--- src/hdl/ocf_pkg.sv ---
`timescale 1ns / 1ps
// Shared types and constants for the occupancy cell fusion block.
// No dependencies; imported by ocf_merge, occupancy_cell_fusion and the testbench.

package ocf_pkg;

    // Field widths
    localparam int CellW  = 8;
    localparam int ThrW   = 7;
    localparam int IndexW = 20;

    // Grid size limit for the position counter
    localparam longint MaxCells = 1048576;

    // Configuration register indexes
    localparam logic [0:0] RegFreeThr = 1'b0;
    localparam logic [0:0] RegOccThr  = 1'b1;

    // Reset values of the thresholds
    localparam logic [ThrW-1:0] FreeThrReset = 7'd25;
    localparam logic [ThrW-1:0] OccThrReset  = 7'd65;

    // Occupancy midpoint and the value for a cell nobody knows
    localparam logic signed [CellW:0]   Midpoint   = 9'sd50;
    localparam logic signed [CellW-1:0] UnknownOut = -8'sd1;

    // Flags that go along with each merged cell
    typedef struct packed {
        logic contradiction;
        logic new_for_second;
        logic new_for_first;
    } ocf_flags_t;

endpackage

--- src/hdl/ocf_merge.sv ---
`timescale 1ns / 1ps
// Combinational merge of one cell pair: known checks, threshold classes,
// conflict flag and the pick of the reading farther from the midpoint.
// Depends on ocf_pkg.

module ocf_merge
    import ocf_pkg::*;
(
    input  logic signed [CellW-1:0] cell_first,
    input  logic signed [CellW-1:0] cell_second,
    input  logic [ThrW-1:0]         free_threshold,
    input  logic [ThrW-1:0]         occupied_threshold,
    output logic signed [CellW-1:0] merged_cell,
    output ocf_flags_t              flags
);

    logic known_a;
    logic known_b;
    logic free_a;
    logic free_b;
    logic occ_a;
    logic occ_b;
    logic signed [CellW:0] diff_a;
    logic signed [CellW:0] diff_b;
    logic [CellW-1:0] dist_a;
    logic [CellW-1:0] dist_b;

    // Negative means unknown
    assign known_a = ~cell_first[CellW-1];
    assign known_b = ~cell_second[CellW-1];

    // Classes; only used when the cell is known, so the low 7 bits hold the value
    assign free_a = (cell_first[ThrW-1:0]  < free_threshold);
    assign free_b = (cell_second[ThrW-1:0] < free_threshold);
    assign occ_a  = ~free_a & (cell_first[ThrW-1:0]  > occupied_threshold);
    assign occ_b  = ~free_b & (cell_second[ThrW-1:0] > occupied_threshold);

    // Distance from the midpoint
    assign diff_a = {1'b0, cell_first[ThrW-1:0]}  - Midpoint;
    assign diff_b = {1'b0, cell_second[ThrW-1:0]} - Midpoint;
    assign dist_a = diff_a[CellW] ? CellW'(-diff_a) : diff_a[CellW-1:0];
    assign dist_b = diff_b[CellW] ? CellW'(-diff_b) : diff_b[CellW-1:0];

    // Merge selection
    always_comb
    begin
        flags = '0;
        case ({known_a, known_b})
            2'b00:
            begin
                merged_cell = UnknownOut;
            end
            2'b10:
            begin
                merged_cell          = cell_first;
                flags.new_for_second = 1'b1;
            end
            2'b01:
            begin
                merged_cell         = cell_second;
                flags.new_for_first = 1'b1;
            end
            default:
            begin
                flags.contradiction = (free_a & occ_b) | (occ_a & free_b);
                // tie goes to the first grid
                merged_cell = (dist_b > dist_a) ? cell_second : cell_first;
            end
        endcase
    end

endmodule

--- src/hdl/occupancy_cell_fusion.sv ---
`timescale 1ns / 1ps
// Top level of the occupancy cell fusion block: stream ports, threshold
// registers, cell position counter and the two-stage pipeline.
// Depends on ocf_pkg and ocf_merge.
//
//  Channel | Signals                          | Content
//  --------+----------------------------------+-------------------------------
//  s_      | s_tvalid s_tready s_tdata s_tlast| cell pair in, tlast = final_cell
//  m_      | m_tvalid m_tready m_tdata m_tuser| merged cell, index, flags,
//          | m_tlast                          | tlast = grid_done
//  cfg_    | cfg_wr_en cfg_addr cfg_wdata     | threshold writes, no read-back
//
// One cell pair per cycle sustained while the output is ready; a pair goes
// through the input register, then the result register, which offers it.
// Reset clears the pipeline valids, the position counter and sets the
// thresholds to 25 and 65.
// A stalled output holds the result register; the input register still takes
// a new pair when it or the result register is empty, or m_tready is high.

module occupancy_cell_fusion
    import ocf_pkg::*;
(
    input  logic            clk,
    input  logic            rst_n,
    // configuration
    input  logic            cfg_wr_en,
    input  logic [0:0]      cfg_addr,
    input  logic [ThrW-1:0] cfg_wdata,
    // input stream
    input  logic            s_tvalid,
    output logic            s_tready,
    input  logic [15:0]     s_tdata,   // [7:0] cell_first, [15:8] cell_second
    input  logic            s_tlast,   // final_cell
    // output stream
    output logic            m_tvalid,
    input  logic            m_tready,
    output logic [31:0]     m_tdata,   // [7:0] merged_cell, [27:8] cell_index, rest 0
    output logic [2:0]      m_tuser,   // [0] new_for_first, [1] new_for_second,
                                       // [2] contradiction
    output logic            m_tlast    // grid_done
);

    logic [ThrW-1:0]   free_thr_reg;
    logic [ThrW-1:0]   occ_thr_reg;
    logic [IndexW-1:0] pos_reg;
    logic [IndexW-1:0] pos_next;
    logic [IndexW:0]   pos_inc;

    logic                     s1_valid_reg;
    logic signed [CellW-1:0]  s1_first_reg;
    logic signed [CellW-1:0]  s1_second_reg;
    logic                     s1_last_reg;
    logic [IndexW-1:0]        s1_index_reg;

    logic                     s2_valid_reg;
    logic signed [CellW-1:0]  s2_merged_reg;
    logic [IndexW-1:0]        s2_index_reg;
    ocf_flags_t               s2_flags_reg;
    logic                     s2_last_reg;

    logic                     in_xfer;
    logic                     s1_advance;
    logic signed [CellW-1:0]  merged_cell;
    ocf_flags_t               flags;

    // Handshake control
    assign s1_advance = s1_valid_reg & (~s2_valid_reg | m_tready);
    assign s_tready   = ~s1_valid_reg | ~s2_valid_reg | m_tready;
    assign in_xfer    = s_tvalid & s_tready;

    // Threshold registers
    always_ff @(posedge clk or negedge rst_n)
    begin
        if (!rst_n)
        begin
            free_thr_reg <= FreeThrReset;
            occ_thr_reg  <= OccThrReset;
        end
        else if (cfg_wr_en)
        begin
            case (cfg_addr)
                RegFreeThr: free_thr_reg <= cfg_wdata;
                RegOccThr:  occ_thr_reg  <= cfg_wdata;
                default:    ;
            endcase
        end
    end

    // Position counter, restarts after the final cell or the grid size limit
    assign pos_inc  = {1'b0, pos_reg} + 1'b1;
    assign pos_next = (s_tlast || (longint'(pos_inc) >= MaxCells)) ? '0
                                                                   : pos_inc[IndexW-1:0];

    always_ff @(posedge clk or negedge rst_n)
    begin
        if (!rst_n)
            pos_reg <= '0;
        else if (in_xfer)
            pos_reg <= pos_next;
    end

    // Input register
    always_ff @(posedge clk or negedge rst_n)
    begin
        if (!rst_n)
            s1_valid_reg <= 1'b0;
        else if (s_tready)
            s1_valid_reg <= s_tvalid;
    end

    always_ff @(posedge clk)
    begin
        if (in_xfer)
        begin
            s1_first_reg  <= s_tdata[7:0];
            s1_second_reg <= s_tdata[15:8];
            s1_last_reg   <= s_tlast;
            s1_index_reg  <= pos_reg;
        end
    end

    ocf_merge u_merge (
        .cell_first         (s1_first_reg),
        .cell_second        (s1_second_reg),
        .free_threshold     (free_thr_reg),
        .occupied_threshold (occ_thr_reg),
        .merged_cell        (merged_cell),
        .flags              (flags)
    );

    // Result register
    always_ff @(posedge clk or negedge rst_n)
    begin
        if (!rst_n)
            s2_valid_reg <= 1'b0;
        else if (~s2_valid_reg | m_tready)
            s2_valid_reg <= s1_valid_reg;
    end

    always_ff @(posedge clk)
    begin
        if (s1_advance)
        begin
            s2_merged_reg <= merged_cell;
            s2_index_reg  <= s1_index_reg;
            s2_flags_reg  <= flags;
            s2_last_reg   <= s1_last_reg;
        end
    end

    // Output ports
    assign m_tvalid = s2_valid_reg;
    assign m_tdata  = {4'b0, s2_index_reg, s2_merged_reg};
    assign m_tuser  = s2_flags_reg;
    assign m_tlast  = s2_last_reg;

    // Checks
    a_ready_when_drained: assert property (@(posedge clk) disable iff (!rst_n)
        m_tready |-> s_tready)
        else $error("input stalled while the output drains");

    a_count_restart: assert property (@(posedge clk) disable iff (!rst_n)
        (in_xfer && s_tlast) |=> (pos_reg == '0))
        else $error("position counter did not restart after the final cell");

    a_new_flags_exclusive: assert property (@(posedge clk) disable iff (!rst_n)
        m_tvalid |-> $onehot0({s2_flags_reg.new_for_first, s2_flags_reg.new_for_second,
                               s2_flags_reg.contradiction}))
        else $error("more than one result flag set");

    a_stage_held: assert property (@(posedge clk) disable iff (!rst_n)
        (s1_valid_reg && !s1_advance) |=> s1_valid_reg)
        else $error("input register lost an item while the output stalled");

endmodule

--- config.mk ---
export PLATFORM = sky130hd
export DESIGN_NAME = occupancy_cell_fusion
export DESIGN_NICKNAME = d
export VERILOG_FILES = /design/src/hdl/ocf_pkg.sv /design/src/hdl/ocf_merge.sv /design/src/hdl/occupancy_cell_fusion.sv
export SDC_FILE = /design/constraint.sdc
export NUM_CORES = 1
export LEC_CHECK = 0
export BUFFER_PORTS_ARGS = -buffer_cell sky130_fd_sc_hd__buf_2
export CAP_MARGIN = 30
export CORE_AREA = 3 3 120 122
export CTS_BUF_LIST = sky130_fd_sc_hd__clkbuf_2 sky130_fd_sc_hd__clkbuf_4 sky130_fd_sc_hd__clkbuf_8
export CTS_CLUSTER_SIZE = 25
export DETAILED_ROUTE_END_ITERATION = 10
export DIE_AREA = 0 0 123 125
export PLACE_DENSITY = 0.6
export SYNTH_ARGS = -nofsm -noshare
export SYNTH_HDL_FRONTEND = slang
export SYNTH_SLANG_ARGS = --single-unit
--- constraint.sdc ---
create_clock -name clk -period 3.9 [get_ports clk]
set_clock_uncertainty 0.1 [all_clocks]
set_input_delay 0.39 -clock clk [delete_from_list [all_inputs] [get_ports clk]]
set_output_delay 0.39 -clock clk [all_outputs]
set_load 0.01 [all_outputs]
==> flow_summary.ini <==
[detailed_routing]
dr_total_vias = 3527
post_drt_via_cell_ratio = 5.12
route.detailed.drc = 0
initialDrtViolationCount = 143
wl_um = 11000
routedWlPerCell_um = 16.0
dr.pass1.iters = 4
drtAntennaViolNets = 0

[synth]
syn_area_per_cell_um2 = 12.0
synth_edf_count = 69
yosys-top-cells-area = edfxtp_1, dfrtp_1, ha_1, dfstp_2, xnor2_1
ys_seq_area_share_pct = 56.2
synth_area_leader_cell = edfxtp_1
synthAdderAreaFrac_pct = 9.69
syn-cell-area_mm2 = 0.00530
synth.top_cell.area_share_pct = 39.1
yosys.area_share.xor_xnor_pct = 3.64
synth_simple_gate_area_share_pct = 15.7
syn-instance-count = 442
synth_ff_type = edfxtp_1
synth_seq_cells = 105
synth-compound-area-share_pct = 9.45
ys.warnings.count = 0
synth_top_family_by_area = simple AND/OR/NAND/NOR gates
muxShareOfSynthArea_pct = 2.08
ys_types = 56
postSynth.asyncResetShare_pct = 34.3

[sta]
post-route-min-period_ns = 3.51
final-setup-viol-count = 0
finalSetupTns_ns = 0
period_share_pct = 90.0
report.final.slew_viol_count = 0
setup_ws_ns = 0.391
clock.fmax_mhz = 285
rsz0062_at_grt = no
maxSlewHeadroom_pct = 45.9
hold_viol_final = 0
whs_ns = 0.0126
worstMarginPinSlew_ns = 0.811

[global_route]
grt_pass1_vias = 3631
antenna_found_initial = 1
grt_pass1_wl_um = 18100
track_usage_pct = 14.9
grt_overflow = 0
grt_max_degree = 37

[placement]
place_ws_ns = 0.437
place.detailed.hpwl_um = 8180
post-place-cells = 673
portBuffers = 63
gp_congestion = 0.818
place_area_mm2 = 0.00579

[layout]
diodes = 0
final_cells = 689
drive_gt1_share_pct = 20.5
syn_to_final_growth_pct = 12.5
fin_nets = 579
fill_cells = 1221
design_area_mm2 = 0.00596

[power_and_ir_drop]
p_leak_nw = 2.46
power.share.switching_pct = 28.5
switchingPower_w = 0.000685
peakVddDrop_mv = 0.174
internal_power_w = 0.00171
clockPowerShare_pct = 25.0
pwr-share-comb_pct = 17.1
p_seq_share_pct = 57.9
p_per_area_mw_per_mm2 = 403

[floorplan]
initial_core_util_pct = 39.8
rows = 42
die_y_um = 125
die_w_um = 123
io_pins = 68
core-area_mm2 = 0.0133
design.die.area_mm2 = 0.0154

[clocking]
clk_latency_ns = 0.36
clock-root-buffer = clkbuf_8
clkTransAtPathRegs_ns = 0.10
ctsLongestPathBuffers = 2
clock_sinks = 105
post_cts.repair.setup_buffers = 0
hold_buffers = 0
cts_buffers = 9
cts_resized = 0
htree_levels = 3
cts_tree = done

[run]
max_cap_viol_count = 0

[worst_setup_path]
cp.required_ns = 3.92
rr_startpoint = s1_second_reg[1]$_DFFE_PP_
crit_fanout = 9
crit_type = flip-flop to flip-flop
regToRegEndpoint = s2_merged_reg[3]$_DFFE_PP_
start_kind = flip-flop
arrival_ns = 3.53
regToRegSetupSlack_ns = 0.39
reg2regPathDepth = 13
worst_setup_path_end_kind = flip-flop

[status]
status = complete, no violations

[hold_path]
hold_class = input pin to async pin
[worst max-delay path, cell delays in order, from the launching register on]
cell and delay (ns):
edfxtp_1 0.53, inv_1 0.08, ha_1 0.28, and2b_1 0.22
o21bai_2 0.25, o21a_1 0.19, o221ai_1 0.14, xor2_1 0.18
ha_1 0.29, nand2_1 0.04, nor2_1 0.11, a21boi_0 0.26
o21ai_1 0.24, o32a_1 0.35
[stage by stage]
stage	util [%]	power [W]
after floorplan	-	0.00168
after global placement	43.6	0.00181
after detailed placement	43.6	0.00183
after CTS	44.8	0.00242
after global routing	44.8	0.00254
final	44.8	0.00240
[kinds of logic (layout without fill, tap and decap cells)]
logic type      after synthesis  count (layout)
xor+xnor                     22              22
buf+inv                      38             105
other cells                   2               6
mux                          10              10
flops                       105             105
fa+ha+maj                    41              41
simple gates                149             149
compound gates               75              75
[synthesized netlist by cell type, types with 3 or more instances]
cell and n:
a21oi_1 23, and3_1 3, o21ai_0 20, nor2_1 30, dfstp_2 5, inv_1 24, a211oi_1 3, o32a_1 7
and2_1 3, o211ai_1 3, nor2b_1 9, nand2_1 31, nor3_1 8, clkbuf_1 7, dfrtp_1 31, xnor2_1 15
nand2b_1 8, or3_1 5, nand4_1 9, buf_2 3, edfxtp_1 69, ha_1 41, buf_4 4, nand3_1 25
mux2_2 8, xor2_1 7
[placed cells by master, fill, tap and decap left out, types with 3 or more instances in the layout]
cell | netlist | routed
nand3_1 | 25 | 25
clkbuf_8 | 0 | 9
dfrtp_1 | 31 | 31
o211ai_1 | 3 | 3
xor2_1 | 7 | 7
mux2_2 | 8 | 8
o32a_1 | 7 | 7
or3_1 | 5 | 5
and3_1 | 3 | 3
nand4_1 | 9 | 9
nor2_1 | 30 | 30
a211oi_1 | 3 | 3
edfxtp_1 | 69 | 69
a21oi_1 | 23 | 23
nor2b_1 | 9 | 9
buf_2 | 3 | 63
o21ai_0 | 20 | 20
nor3_1 | 8 | 8
nand2b_1 | 8 | 8
inv_1 | 24 | 24
conb_1 | 2 | 6
xnor2_1 | 15 | 15
dfstp_2 | 5 | 5
nand2_1 | 31 | 31
and2_1 | 3 | 3
ha_1 | 41 | 41
[area by class of cell]
type | instances | area (um^2) | share of cell area [%]
tap | 176 | 220 | 3.70
clock inverter | 7 | 45.0 | 0.756
sequential | 105 | 2980 | 50.0
multi-input combinational | 303 | 2170 | 36.4
inverter | 24 | 90.1 | 1.51
timing repair buffer | 65 | 330 | 5.54
clock buffer | 9 | 124 | 2.08
[power by group through the flow]
stage / Sequential (W) / Combinational, W / Clock, W
finish: 0.00139 / 0.000409 / 0.000601
global route: 0.00141 / 0.000472 / 0.000663
CTS: 0.00139 / 0.000414 / 0.000619
detailed placement: 0.00141 / 0.000411 / 0
global placement: 0.00141 / 0.000398 / 0
floorplan: 0.00140 / 0.000277 / 0
[how the worst max path moves through the flow]
stage	startpoint	endpoint	slack [ns]
detailed placement	s1_second_reg[1]$_DFFE_PP_	s2_merged_reg[3]$_DFFE_PP_	0.44
global route	s1_second_reg[1]$_DFFE_PP_	s2_merged_reg[6]$_DFFE_PP_	0.15
global placement	s1_second_reg[1]$_DFFE_PP_	s2_merged_reg[4]$_DFFE_PP_	0.55
finish	s1_second_reg[1]$_DFFE_PP_	s2_merged_reg[3]$_DFFE_PP_	0.39
floorplan	s1_second_reg[1]$_DFFE_PP_	s2_merged_reg[6]$_DFFE_PP_	0.83
CTS	s1_second_reg[1]$_DFFE_PP_	s2_merged_reg[3]$_DFFE_PP_	0.42
[routing by layer]
| layer | GRT usage [%] | part of all wire (%) | wire length, um |
|---|---|---|---|
| met1 | 17.9 | 42 | 4640 |
| met2 | 26.9 | 54 | 5910 |
| met3 | 2.76 | 3.3 | 369 |
| met4 | 4.63 | 0.83 | 91 |
| met5 | 0 | 0.12 | 13 |
(Power assumes the default switching activity.)
